## config.mk

```make
export PLATFORM = sky130hd
export DESIGN_NAME = serial_message_ring_buffers
export DESIGN_NICKNAME = d
export VERILOG_FILES = /design/src/design/smr_pkg.sv /design/src/design/smr_ram.sv /design/src/design/smr_dp.sv /design/src/design/smr_ctrl.sv /design/src/design/serial_message_ring_buffers.sv
export VERILOG_INCLUDE_DIRS = /design/src /design/src/design
export SDC_FILE = /design/constraint.sdc
export NUM_CORES = 1
export LEC_CHECK = 0
export ABC_AREA = 1
export ABC_CLOCK_PERIOD_IN_PS = 3100
export BUFFER_PORTS_ARGS = -buffer_cell sky130_fd_sc_hd__buf_2
export CAP_MARGIN = 20
export CORE_UTILIZATION = 58
export DETAILED_ROUTE_END_ITERATION = 6
export GPL_ROUTABILITY_DRIVEN = 0
export HOLD_SLACK_MARGIN = 0.03
export PLACE_DENSITY = 0.72
export SYNTH_ARGS = -nofsm -noshare
export SYNTH_HDL_FRONTEND = slang
export SYNTH_SLANG_ARGS = --single-unit
```

## constraint.sdc

```tcl
create_clock -name clk -period 3.1 [get_ports clk]
set_input_delay 0.62 -clock clk [delete_from_list [all_inputs] [get_ports clk]]
set_output_delay 0.62 -clock clk [all_outputs]
set_load 0.02 [all_outputs]
```

## src/design/assert_macros.svh

```systemverilog
// Assertion macros shared by the RTL files of the serial message ring buffers.
// Both macros sample on clk and are held off while rst_n is low.
`ifndef ASSERT_MACROS_SVH
`define ASSERT_MACROS_SVH

// cond must hold at every clock edge outside reset
`define SMR_ASSERT(lbl, cond, msg) \
    lbl: assert property (@(posedge clk) disable iff (!rst_n) (cond)) else $error(msg);

// when ante holds, cons must hold in the same cycle
`define SMR_ASSERT_IMP(lbl, ante, cons, msg) \
    lbl: assert property (@(posedge clk) disable iff (!rst_n) (ante) |-> (cons)) else $error(msg);

`endif

```

## src/design/smr_pkg.sv

```systemverilog
// Shared types, constants and command/status structs of the serial message ring buffers.
// No dependencies; used by smr_ctrl, smr_dp and the top level.
package smr_pkg;

    localparam int RING_DEPTH = 16;
    localparam int PTR_W      = $clog2(RING_DEPTH);
    localparam int CNT_W      = 4;
    localparam int MAX_READ   = 15;
    localparam int MSG_MAX    = 15;

    localparam logic [7:0] TERM_RESET = 8'd36;   // '$'

    typedef logic [PTR_W-1:0] ptr_t;
    typedef logic [7:0]       byte_t;
    typedef logic [CNT_W-1:0] cnt_t;

    // output word select
    localparam logic [2:0] OUT_REFUSE   = 3'd0;
    localparam logic [2:0] OUT_ACK      = 3'd1;
    localparam logic [2:0] OUT_LINE_IN  = 3'd2;
    localparam logic [2:0] OUT_LINE_RAM = 3'd3;
    localparam logic [2:0] OUT_MSG      = 3'd4;

    typedef struct packed {
        logic       in_load;
        logic       rx_push;
        logic       tx_push;
        logic       tx_direct;
        logic       tx_rd;
        logic       busy_clr;
        logic       scan_start;
        logic       scan_rd;
        logic       scan_end;
        logic       scan_dec;
        logic       emit_rd;
        logic       emit_step;
        logic       out_load;
        logic [2:0] out_sel;
    } cmd_t;

    typedef struct packed {
        logic rx_full;
        logic rx_empty;
        logic tx_full;
        logic tx_empty;
        logic busy;
        logic pend_zero;
        logic out_free;
        logic scan_stop;
        logic scan_limit;
        logic emit_last;
    } sts_t;

    function automatic ptr_t ptr_adv(ptr_t p);
        return (p == PTR_W'(RING_DEPTH - 1)) ? '0 : p + 1'b1;
    endfunction

endpackage

```

## src/design/smr_ram.sv

```systemverilog
// Generic single-port-write, single-port-read RAM with registered read data.
// No dependencies.
module smr_ram #(
    parameter int WIDTH = 8,
    parameter int DEPTH = 16,
    localparam int AW   = $clog2(DEPTH)
) (
    input  logic             clk,
    input  logic             wr_en,
    input  logic [AW-1:0]    wr_addr,
    input  logic [WIDTH-1:0] wr_data,
    input  logic             rd_en,
    input  logic [AW-1:0]    rd_addr,
    output logic [WIDTH-1:0] rd_data
);

    logic [WIDTH-1:0] mem [DEPTH];

    always_ff @(posedge clk)
    begin
        if (wr_en)
        begin
            mem[wr_addr] <= wr_data;
        end
        if (rd_en)
        begin
            rd_data <= mem[rd_addr];
        end
    end

endmodule

```

## src/design/smr_dp.sv

```systemverilog
// Datapath: both rings, pointers, message count, transmitter flag, scan logic, output register.
// Depends on smr_pkg and smr_ram.
module smr_dp
    import smr_pkg::*;
(
    input  logic  clk,
    input  logic  rst_n,
    input  cmd_t  cmd,
    output sts_t  sts,
    input  byte_t in_data,
    input  logic  cfg_valid,
    input  byte_t cfg_data,
    output logic  m_tvalid,
    input  logic  m_tready,
    output byte_t out_data,
    output logic  out_acc,
    output logic  out_send,
    output logic  out_last,
    output cnt_t  out_count,
    output logic  out_busy
);

    byte_t data_reg;
    byte_t term_reg;
    ptr_t  rx_wptr_reg, rx_wptr_next;
    ptr_t  rx_rptr_reg, rx_rptr_next;
    ptr_t  scan_ptr_reg, scan_ptr_next;
    cnt_t  scan_cnt_reg, scan_cnt_next;
    cnt_t  rem_reg, rem_next;
    ptr_t  tx_wptr_reg, tx_wptr_next;
    ptr_t  tx_rptr_reg, tx_rptr_next;
    logic  busy_reg, busy_next;
    cnt_t  pend_reg, pend_next;
    logic  oval_reg, oval_next;
    byte_t rx_rdata, tx_rdata;
    ptr_t  rx_raddr;

    assign rx_raddr = cmd.scan_rd ? scan_ptr_reg : rx_rptr_reg;

    smr_ram #(.WIDTH(8), .DEPTH(RING_DEPTH)) u_rx_ram (
        .clk     (clk),
        .wr_en   (cmd.rx_push),
        .wr_addr (rx_wptr_reg),
        .wr_data (data_reg),
        .rd_en   (cmd.scan_rd | cmd.emit_rd),
        .rd_addr (rx_raddr),
        .rd_data (rx_rdata)
    );

    smr_ram #(.WIDTH(8), .DEPTH(RING_DEPTH)) u_tx_ram (
        .clk     (clk),
        .wr_en   (cmd.tx_push),
        .wr_addr (tx_wptr_reg),
        .wr_data (data_reg),
        .rd_en   (cmd.tx_rd),
        .rd_addr (tx_rptr_reg),
        .rd_data (tx_rdata)
    );

    always_comb
    begin
        sts.rx_full    = (ptr_adv(rx_wptr_reg) == rx_rptr_reg);
        sts.rx_empty   = (rx_wptr_reg == rx_rptr_reg);
        sts.tx_full    = (ptr_adv(tx_wptr_reg) == tx_rptr_reg);
        sts.tx_empty   = (tx_wptr_reg == tx_rptr_reg);
        sts.busy       = busy_reg;
        sts.pend_zero  = (pend_reg == '0);
        sts.out_free   = !oval_reg || m_tready;
        sts.scan_stop  = (rx_rdata == term_reg) || (scan_ptr_reg == rx_wptr_reg);
        sts.scan_limit = (scan_cnt_reg >= CNT_W'(MAX_READ));
        sts.emit_last  = (rem_reg == CNT_W'(1));
    end

    always_comb
    begin
        rx_wptr_next  = rx_wptr_reg;
        rx_rptr_next  = rx_rptr_reg;
        scan_ptr_next = scan_ptr_reg;
        scan_cnt_next = scan_cnt_reg;
        rem_next      = rem_reg;
        tx_wptr_next  = tx_wptr_reg;
        tx_rptr_next  = tx_rptr_reg;
        busy_next     = busy_reg;
        pend_next     = pend_reg;
        oval_next     = oval_reg && !m_tready;

        if (cmd.rx_push)
        begin
            rx_wptr_next = ptr_adv(rx_wptr_reg);
            if (data_reg == term_reg && pend_reg != CNT_W'(MSG_MAX))
            begin
                pend_next = pend_reg + 1'b1;
            end
        end
        if (cmd.tx_push)
        begin
            tx_wptr_next = ptr_adv(tx_wptr_reg);
        end
        // idle transmitter: the pushed byte goes straight to the line; a tick's ring read also advances
        if (cmd.tx_direct || cmd.tx_rd)
        begin
            tx_rptr_next = ptr_adv(tx_rptr_reg);
        end
        if (cmd.tx_direct)
        begin
            busy_next = 1'b1;
        end
        if (cmd.busy_clr)
        begin
            busy_next = 1'b0;
        end
        if (cmd.scan_start)
        begin
            scan_ptr_next = rx_rptr_reg;
            scan_cnt_next = '0;
        end
        if (cmd.scan_rd)
        begin
            scan_ptr_next = ptr_adv(scan_ptr_reg);
            scan_cnt_next = scan_cnt_reg + 1'b1;
        end
        if (cmd.scan_end)
        begin
            rem_next = scan_cnt_reg;
            if (cmd.scan_dec && pend_reg != '0)
            begin
                pend_next = pend_reg - 1'b1;
            end
        end
        if (cmd.emit_rd)
        begin
            rx_rptr_next = ptr_adv(rx_rptr_reg);
        end
        if (cmd.emit_step)
        begin
            rem_next = rem_reg - 1'b1;
        end
        if (cmd.out_load)
        begin
            oval_next = 1'b1;
        end
    end

    always_ff @(posedge clk or negedge rst_n)
    begin
        if (!rst_n)
        begin
            term_reg     <= TERM_RESET;
            rx_wptr_reg  <= '0;
            rx_rptr_reg  <= '0;
            scan_ptr_reg <= '0;
            scan_cnt_reg <= '0;
            rem_reg      <= '0;
            tx_wptr_reg  <= '0;
            tx_rptr_reg  <= '0;
            busy_reg     <= 1'b0;
            pend_reg     <= '0;
            oval_reg     <= 1'b0;
        end
        else
        begin
            if (cfg_valid)
            begin
                term_reg <= cfg_data;
            end
            rx_wptr_reg  <= rx_wptr_next;
            rx_rptr_reg  <= rx_rptr_next;
            scan_ptr_reg <= scan_ptr_next;
            scan_cnt_reg <= scan_cnt_next;
            rem_reg      <= rem_next;
            tx_wptr_reg  <= tx_wptr_next;
            tx_rptr_reg  <= tx_rptr_next;
            busy_reg     <= busy_next;
            pend_reg     <= pend_next;
            oval_reg     <= oval_next;
        end
    end

    // payload registers, no reset
    always_ff @(posedge clk)
    begin
        if (cmd.in_load)
        begin
            data_reg <= in_data;
        end
        if (cmd.out_load)
        begin
            out_count <= pend_next;
            out_busy  <= busy_next;
            case (cmd.out_sel)
                OUT_ACK:
                begin
                    out_data <= '0;
                    out_acc  <= 1'b1;
                    out_send <= 1'b0;
                    out_last <= 1'b1;
                end
                OUT_LINE_IN:
                begin
                    out_data <= data_reg;
                    out_acc  <= 1'b1;
                    out_send <= 1'b1;
                    out_last <= 1'b1;
                end
                OUT_LINE_RAM:
                begin
                    out_data <= tx_rdata;
                    out_acc  <= 1'b1;
                    out_send <= 1'b1;
                    out_last <= 1'b1;
                end
                OUT_MSG:
                begin
                    out_data <= rx_rdata;
                    out_acc  <= 1'b1;
                    out_send <= 1'b0;
                    out_last <= sts.emit_last;
                end
                default:
                begin
                    out_data <= '0;
                    out_acc  <= 1'b0;
                    out_send <= 1'b0;
                    out_last <= 1'b1;
                end
            endcase
        end
    end

    assign m_tvalid = oval_reg;

endmodule

```

## src/design/smr_ctrl.sv

```systemverilog
// Controller: accepts input words, sequences ring updates, message scan and message emit.
// Depends on smr_pkg.
module smr_ctrl
    import smr_pkg::*;
(
    input  logic       clk,
    input  logic       rst_n,
    input  logic       s_tvalid,
    output logic       s_tready,
    input  logic [1:0] s_mode,
    input  sts_t       sts,
    output cmd_t       cmd
);

    localparam logic [1:0] MODE_RX   = 2'd0;
    localparam logic [1:0] MODE_TXQ  = 2'd1;
    localparam logic [1:0] MODE_TICK = 2'd2;
    localparam logic [1:0] MODE_READ = 2'd3;

    localparam logic [2:0] ST_IDLE   = 3'd0;
    localparam logic [2:0] ST_EXEC   = 3'd1;
    localparam logic [2:0] ST_TX_OUT = 3'd2;
    localparam logic [2:0] ST_SCAN_A = 3'd3;
    localparam logic [2:0] ST_SCAN_B = 3'd4;
    localparam logic [2:0] ST_EMIT_A = 3'd5;
    localparam logic [2:0] ST_EMIT_B = 3'd6;

    logic [2:0] state_reg, state_next;
    logic [1:0] mode_reg, mode_next;

    assign s_tready = (state_reg == ST_IDLE);

    always_comb
    begin
        state_next = state_reg;
        mode_next  = mode_reg;
        cmd        = '0;
        cmd.out_sel = OUT_REFUSE;

        unique case (state_reg)
            ST_IDLE:
            begin
                if (s_tvalid)
                begin
                    cmd.in_load = 1'b1;
                    mode_next   = s_mode;
                    state_next  = ST_EXEC;
                end
            end
            ST_EXEC:
            begin
                unique case (mode_reg)
                    MODE_RX:
                    begin
                        if (sts.out_free)
                        begin
                            cmd.out_load = 1'b1;
                            state_next   = ST_IDLE;
                            if (!sts.rx_full)
                            begin
                                cmd.rx_push = 1'b1;
                                cmd.out_sel = OUT_ACK;
                            end
                        end
                    end
                    MODE_TXQ:
                    begin
                        if (sts.out_free)
                        begin
                            cmd.out_load = 1'b1;
                            state_next   = ST_IDLE;
                            if (!sts.tx_full)
                            begin
                                cmd.tx_push = 1'b1;
                                if (!sts.busy)
                                begin
                                    cmd.tx_direct = 1'b1;
                                    cmd.out_sel   = OUT_LINE_IN;
                                end
                                else
                                begin
                                    cmd.out_sel = OUT_ACK;
                                end
                            end
                        end
                    end
                    MODE_TICK:
                    begin
                        if (!sts.tx_empty)
                        begin
                            cmd.tx_rd  = 1'b1;
                            state_next = ST_TX_OUT;
                        end
                        else if (sts.out_free)
                        begin
                            cmd.busy_clr = 1'b1;
                            cmd.out_load = 1'b1;
                            state_next   = ST_IDLE;
                        end
                    end
                    MODE_READ:
                    begin
                        if (sts.pend_zero || sts.rx_empty)
                        begin
                            if (sts.out_free)
                            begin
                                cmd.out_load = 1'b1;
                                state_next   = ST_IDLE;
                            end
                        end
                        else
                        begin
                            cmd.scan_start = 1'b1;
                            state_next     = ST_SCAN_A;
                        end
                    end
                    default:
                    begin
                        state_next = ST_IDLE;
                    end
                endcase
            end
            ST_TX_OUT:
            begin
                if (sts.out_free)
                begin
                    cmd.out_load = 1'b1;
                    cmd.out_sel  = OUT_LINE_RAM;
                    state_next   = ST_IDLE;
                end
            end
            ST_SCAN_A:
            begin
                cmd.scan_rd = 1'b1;
                state_next  = ST_SCAN_B;
            end
            ST_SCAN_B:
            begin
                // terminator or ring end lowers the count; the length cap does not
                if (sts.scan_stop)
                begin
                    cmd.scan_end = 1'b1;
                    cmd.scan_dec = 1'b1;
                    state_next   = ST_EMIT_A;
                end
                else if (sts.scan_limit)
                begin
                    cmd.scan_end = 1'b1;
                    state_next   = ST_EMIT_A;
                end
                else
                begin
                    state_next = ST_SCAN_A;
                end
            end
            ST_EMIT_A:
            begin
                cmd.emit_rd = 1'b1;
                state_next  = ST_EMIT_B;
            end
            ST_EMIT_B:
            begin
                if (sts.out_free)
                begin
                    cmd.out_load  = 1'b1;
                    cmd.out_sel   = OUT_MSG;
                    cmd.emit_step = 1'b1;
                    state_next    = sts.emit_last ? ST_IDLE : ST_EMIT_A;
                end
            end
            default:
            begin
                state_next = ST_IDLE;
            end
        endcase
    end

    always_ff @(posedge clk or negedge rst_n)
    begin
        if (!rst_n)
        begin
            state_reg <= ST_IDLE;
            mode_reg  <= MODE_RX;
        end
        else
        begin
            state_reg <= state_next;
            mode_reg  <= mode_next;
        end
    end

endmodule

```

## src/design/serial_message_ring_buffers.sv

```systemverilog
// Serial message ring buffers: a receive ring and a transmit ring of RING_DEPTH bytes each
// (one slot always free) between a serial port and a host. Each input word carries a mode in
// s_tuser: line byte received, host byte queued, transmit-done tick, or message read. Modes 0-2
// return exactly one result word; a message read returns one word per byte up to and including
// the terminator, ring end or MAX_READ cap (m_tlast on the final one), or a single refused word.
// Every result reports the message count and transmitter busy flag as they stand after the input
// is handled. Timing: one input is handled at a time. Byte and empty-tick inputs are accepted,
// then executed; a tick that sends a queued byte adds a step, as the transmit ring is read through
// the registered read port of its RAM. A message read walks the message twice through the receive
// RAM's single read port, once to find its length and whether the count drops, once to emit
// the bytes. Output back-pressure can stall any result load. The terminator register resets to
// '$'; the user writes it through cfg_valid/cfg_data only while the block is idle, which the
// block does not enforce. Depends on smr_pkg, smr_ctrl, smr_dp, smr_ram and assert_macros.svh.
`include "assert_macros.svh"

module serial_message_ring_buffers
    import smr_pkg::*;
(
    input  logic        clk,
    input  logic        rst_n,
    // input stream
    input  logic        s_tvalid,
    output logic        s_tready,
    input  logic [7:0]  s_tdata,    // [7:0] data_in
    input  logic [1:0]  s_tuser,    // [1:0] mode
    // result stream
    output logic        m_tvalid,
    input  logic        m_tready,
    output logic [15:0] m_tdata,    // [7:0] data_out, [11:8] message_count, [12] tx_busy, rest 0
    output logic [1:0]  m_tuser,    // [0] accepted, [1] line_send
    output logic        m_tlast,
    // terminator register write
    input  logic        cfg_valid,
    output logic        cfg_ready,
    input  logic [7:0]  cfg_data
);

    cmd_t  cmd;
    sts_t  sts;
    byte_t out_data;
    logic  out_acc;
    logic  out_send;
    cnt_t  out_count;
    logic  out_busy;

    assign cfg_ready = 1'b1;

    smr_ctrl u_ctrl (
        .clk      (clk),
        .rst_n    (rst_n),
        .s_tvalid (s_tvalid),
        .s_tready (s_tready),
        .s_mode   (s_tuser),
        .sts      (sts),
        .cmd      (cmd)
    );

    smr_dp u_dp (
        .clk       (clk),
        .rst_n     (rst_n),
        .cmd       (cmd),
        .sts       (sts),
        .in_data   (s_tdata),
        .cfg_valid (cfg_valid),
        .cfg_data  (cfg_data),
        .m_tvalid  (m_tvalid),
        .m_tready  (m_tready),
        .out_data  (out_data),
        .out_acc   (out_acc),
        .out_send  (out_send),
        .out_last  (m_tlast),
        .out_count (out_count),
        .out_busy  (out_busy)
    );

    assign m_tdata = {3'b000, out_busy, out_count, out_data};
    assign m_tuser = {out_send, out_acc};

    // an idle transmitter never leaves bytes queued
    `SMR_ASSERT_IMP(a_idle_tx_empty, !sts.busy, sts.tx_empty, "transmitter idle with bytes queued")
    // a byte for the line is always an accepted result
    `SMR_ASSERT_IMP(a_send_accepted, m_tvalid && m_tuser[1], m_tuser[0], "line byte not accepted")
    // output is loaded only when the register can take it
    `SMR_ASSERT_IMP(a_no_overwrite, cmd.out_load, sts.out_free, "result register overwritten")

endmodule

```

==> qor.txt <==
Outcome: finished clean
R2R setup slack: 0.42 ns
Placed cells: 1,733
Highest Clock Rate: 0.374 GHz
Sink Count: 343
Post-synthesis adder-cell area fraction: 1.41%
Initial antenna violation count: 1
Placed inst area: 0.0159 mm2
Synth Area in Compound Gates: 9.21%
Largest net degree at the start of global routing: 69
Die height: 164 um
Final wirelength: 35,400 um
Worst slew pin tran: 0.759 ns
First-pass detailed-route iteration total: 7
Die Wd: 164 um
Row count: 58
DP HPWL: 23,600 um
Clk_lat worst skew: 0.52 ns
Sequential element share of the synthesized area: 66.5%
# resized after CTS: 0
Crit Path Class: flop to flop
WL met1: 15,200 um
R2R Path End: u_dp.u_rx_ram.mem[8][3]
Post-Layout Inst Area: 0.0169 mm2
Final min period: 2.68 ns
Ports: 45
Port Buffers: 40
Max VDD drop: 0.682 mV
Slew headroom: 49.0%
Cell taking the most area after synthesis: edfxtp_1
DRC Markers: 0
CTS tree: done
Top cells by area, synth: edfxtp_1 59%, nand2_1 7.7%, dfrtp_1 7.4%, nand3_1 3.7%, inv_1 3.5%
Area grow syn2layout: 11.9%
Grt ovf: 0
CTS root buf: clkbuf_16
Core area: 0.0254 mm2
Reg2Reg Depth: 10
Finished Layout Cells: 1,799
Via density: 5.84
Top-area cell type share of the netlist area: 58.7%
Layout cells sized above 1: 12.0%
Post-synthesis average cell area: 11.1 um2
Tcrit/Tclk final: 86.3%
Worst Path Max Fanout: 8
Setup repair bufs after CTS: 0
Cell Pwr Density: 888 mW/mm2
Met3 routed WL: 3590 um
RSZ-0062 raised after global routing: no
Die area: 0.0267 mm2
Fill count: 1,899
First-pass GRT wire length: 55,000 um
Main synth FF type: edfxtp_1
Synth Register Bits: 343
Top Metal Used: met5
Global Route Usage Sum: 27.4%
Crit path DAT: 2.83 ns
Multiplexer share of the synthesized area: 0.0744%
TritonCTS Buffers: 36
Detail Route met2 WL: 15,900 um
Largest family of logic cells by synthesized area: simple AND/OR/NAND/NOR gates
Fin. Hold Viols: 0
Syn Std Cell Area: 0.0151 mm2
Post-Route Setup TNS: 0 ns
Worst hold path type: input port to async pin
Asr flop ratio synth: 13.7%
CTS Hold Bufs: 0
Iter 0 DRT Violations: 1,517
Critical path endpoint category: flop
RR Startpoint: u_dp.rx_wptr_reg[0]
Clock Tree Buf Depth: 3
Yosys warnings: 0
Synth Area in XOR/XNOR: 1.50%
Cell count after synthesis: 1,364
Vias in the first global route: 10,000
Starting density of the core: 59.6%
Post-synth EDFFs: 296
# setup viols final: 0
Fin. max-slew vios: 0
Number of H-tree levels: 2
Routed Antenna Nets: 0
Clock transition at the registers of the reported paths: 0.06 ns
Via count: 10,515
Clock skew: 0.0204 ns
Synth Area in Simple Gates: 15.2%
Largest regs: u_dp.u_rx_ram.mem x128, u_dp.u_tx_ram.mem x128
Data required time of the critical path: 3.25 ns
Max-Cap Viols: 0
Leak pwr: 6.60 nW
# diodes: 0
Critical Path Source Type: flop
Synth cell types: 45
Wire per inst: 19.7 um
Final nets: 1,481
placed cells by master, fill, tap and decap left out, types with 6 or more instances in the layout:
master and instances:
nand2_1 309, nand4_1 21, clkinv_1 6, dfrtp_1 44, a221oi_1 8, inv_1 143
buf_4 56, inv_2 6, o21ai_0 88, ha_1 17, clkbuf_1 8, o211ai_1 55
o221ai_1 6, buf_2 40, xor2_1 10, nand3_1 111, edfxtp_1 296, o22ai_1 10
nor2_1 93, clkbuf_16 37, clkinv_2 9, xnor2_1 16, a21oi_1 29
area by class of cell:
cell class | instances | area [um2] | area share (%)
Clock buffer | 47 | 983 | 5.80
Clock inverter | 19 | 100 | 0.591
Inverter | 150 | 568 | 3.35
Timing Repair Buffer | 97 | 641 | 3.78
Sequential cell | 343 | 10100 | 59.4
Multi-Input combinational cell | 813 | 4170 | 24.6
Tap cell | 330 | 413 | 2.44
kinds of logic after synthesis:
family	count (synthesis)
flops	343
other cells	2
buf+inv	210
compound gates	218
simple gates	547
mux	1
xor+xnor	26
fa+ha+maj	17
cells in the mapped netlist, types with 8 or more instances:
cell type,instances
a21oi_1,29
a221oi_1,8
buf_2,22
buf_4,13
clkbuf_1,18
dfrtp_1,45
edfxtp_1,296
ha_1,17
inv_1,143
nand2_1,309
nand3_1,111
nand4_1,21
nor2_1,93
o211ai_1,55
o21ai_0,88
o22ai_1,10
xnor2_1,16
xor2_1,10
routing by layer:
metal | vias up | GRT usage (%)
met4 | 2 | 7.20
met5 | - | 0
met2 | 526 | 41.3
met3 | 60 | 6.58
li1 | 4885 | -
met1 | 5042 | 40.0
metrics by stage:
step	util [%]	hold WS (ns)	total power [mW]	setup WS (ns)
2_1_floorplan	-	0.324	9.63	0.674
3_3_place_gp	62.4	0.488	11.0	0.505
3_5_place_dp	62.4	0.504	11.1	0.425
4_1_cts	66.7	0.0323	15.0	0.428
5_1_grt	66.7	0.0507	15.8	0.165
6_report	66.7	0.0315	15.0	0.424
where the power goes:
part           internal [mW]  switching, mW
combinational           1.48           3.34
clock                   2.25           1.70
sequential              5.78          0.498
critical path, stage by stage, from the launching register on:
cell	delay [ns]
dfrtp_1	0.50
inv_1	0.14
ha_1	0.34
xnor2_1	0.14
nand3_1	0.09
nor2_1	0.05
nand2_1	0.06
nand2_1	0.13
nor2_2	0.17
nand2_1	0.14
nor2_1	0.55
worst max path at each step:
stage	from	endpoint	cells after the start
finish	u_dp.rx_wptr_reg[0]	u_dp.u_rx_ram.mem[8][3]	10
global route	u_dp.rx_wptr_reg[0]	u_dp.u_rx_ram.mem[7][1]	10
CTS	u_dp.rx_wptr_reg[0]	u_dp.u_rx_ram.mem[7][2]	10
detailed placement	u_dp.rx_wptr_reg[0]	u_dp.u_rx_ram.mem[8][0]	10
global placement	u_dp.rx_wptr_reg[0]	u_dp.u_rx_ram.mem[8][6]	10
floorplan	u_dp.rx_wptr_reg[0]	u_dp.u_rx_ram.mem[11][0]	11
No activity file was read; power rests on OpenSTA's default activity.
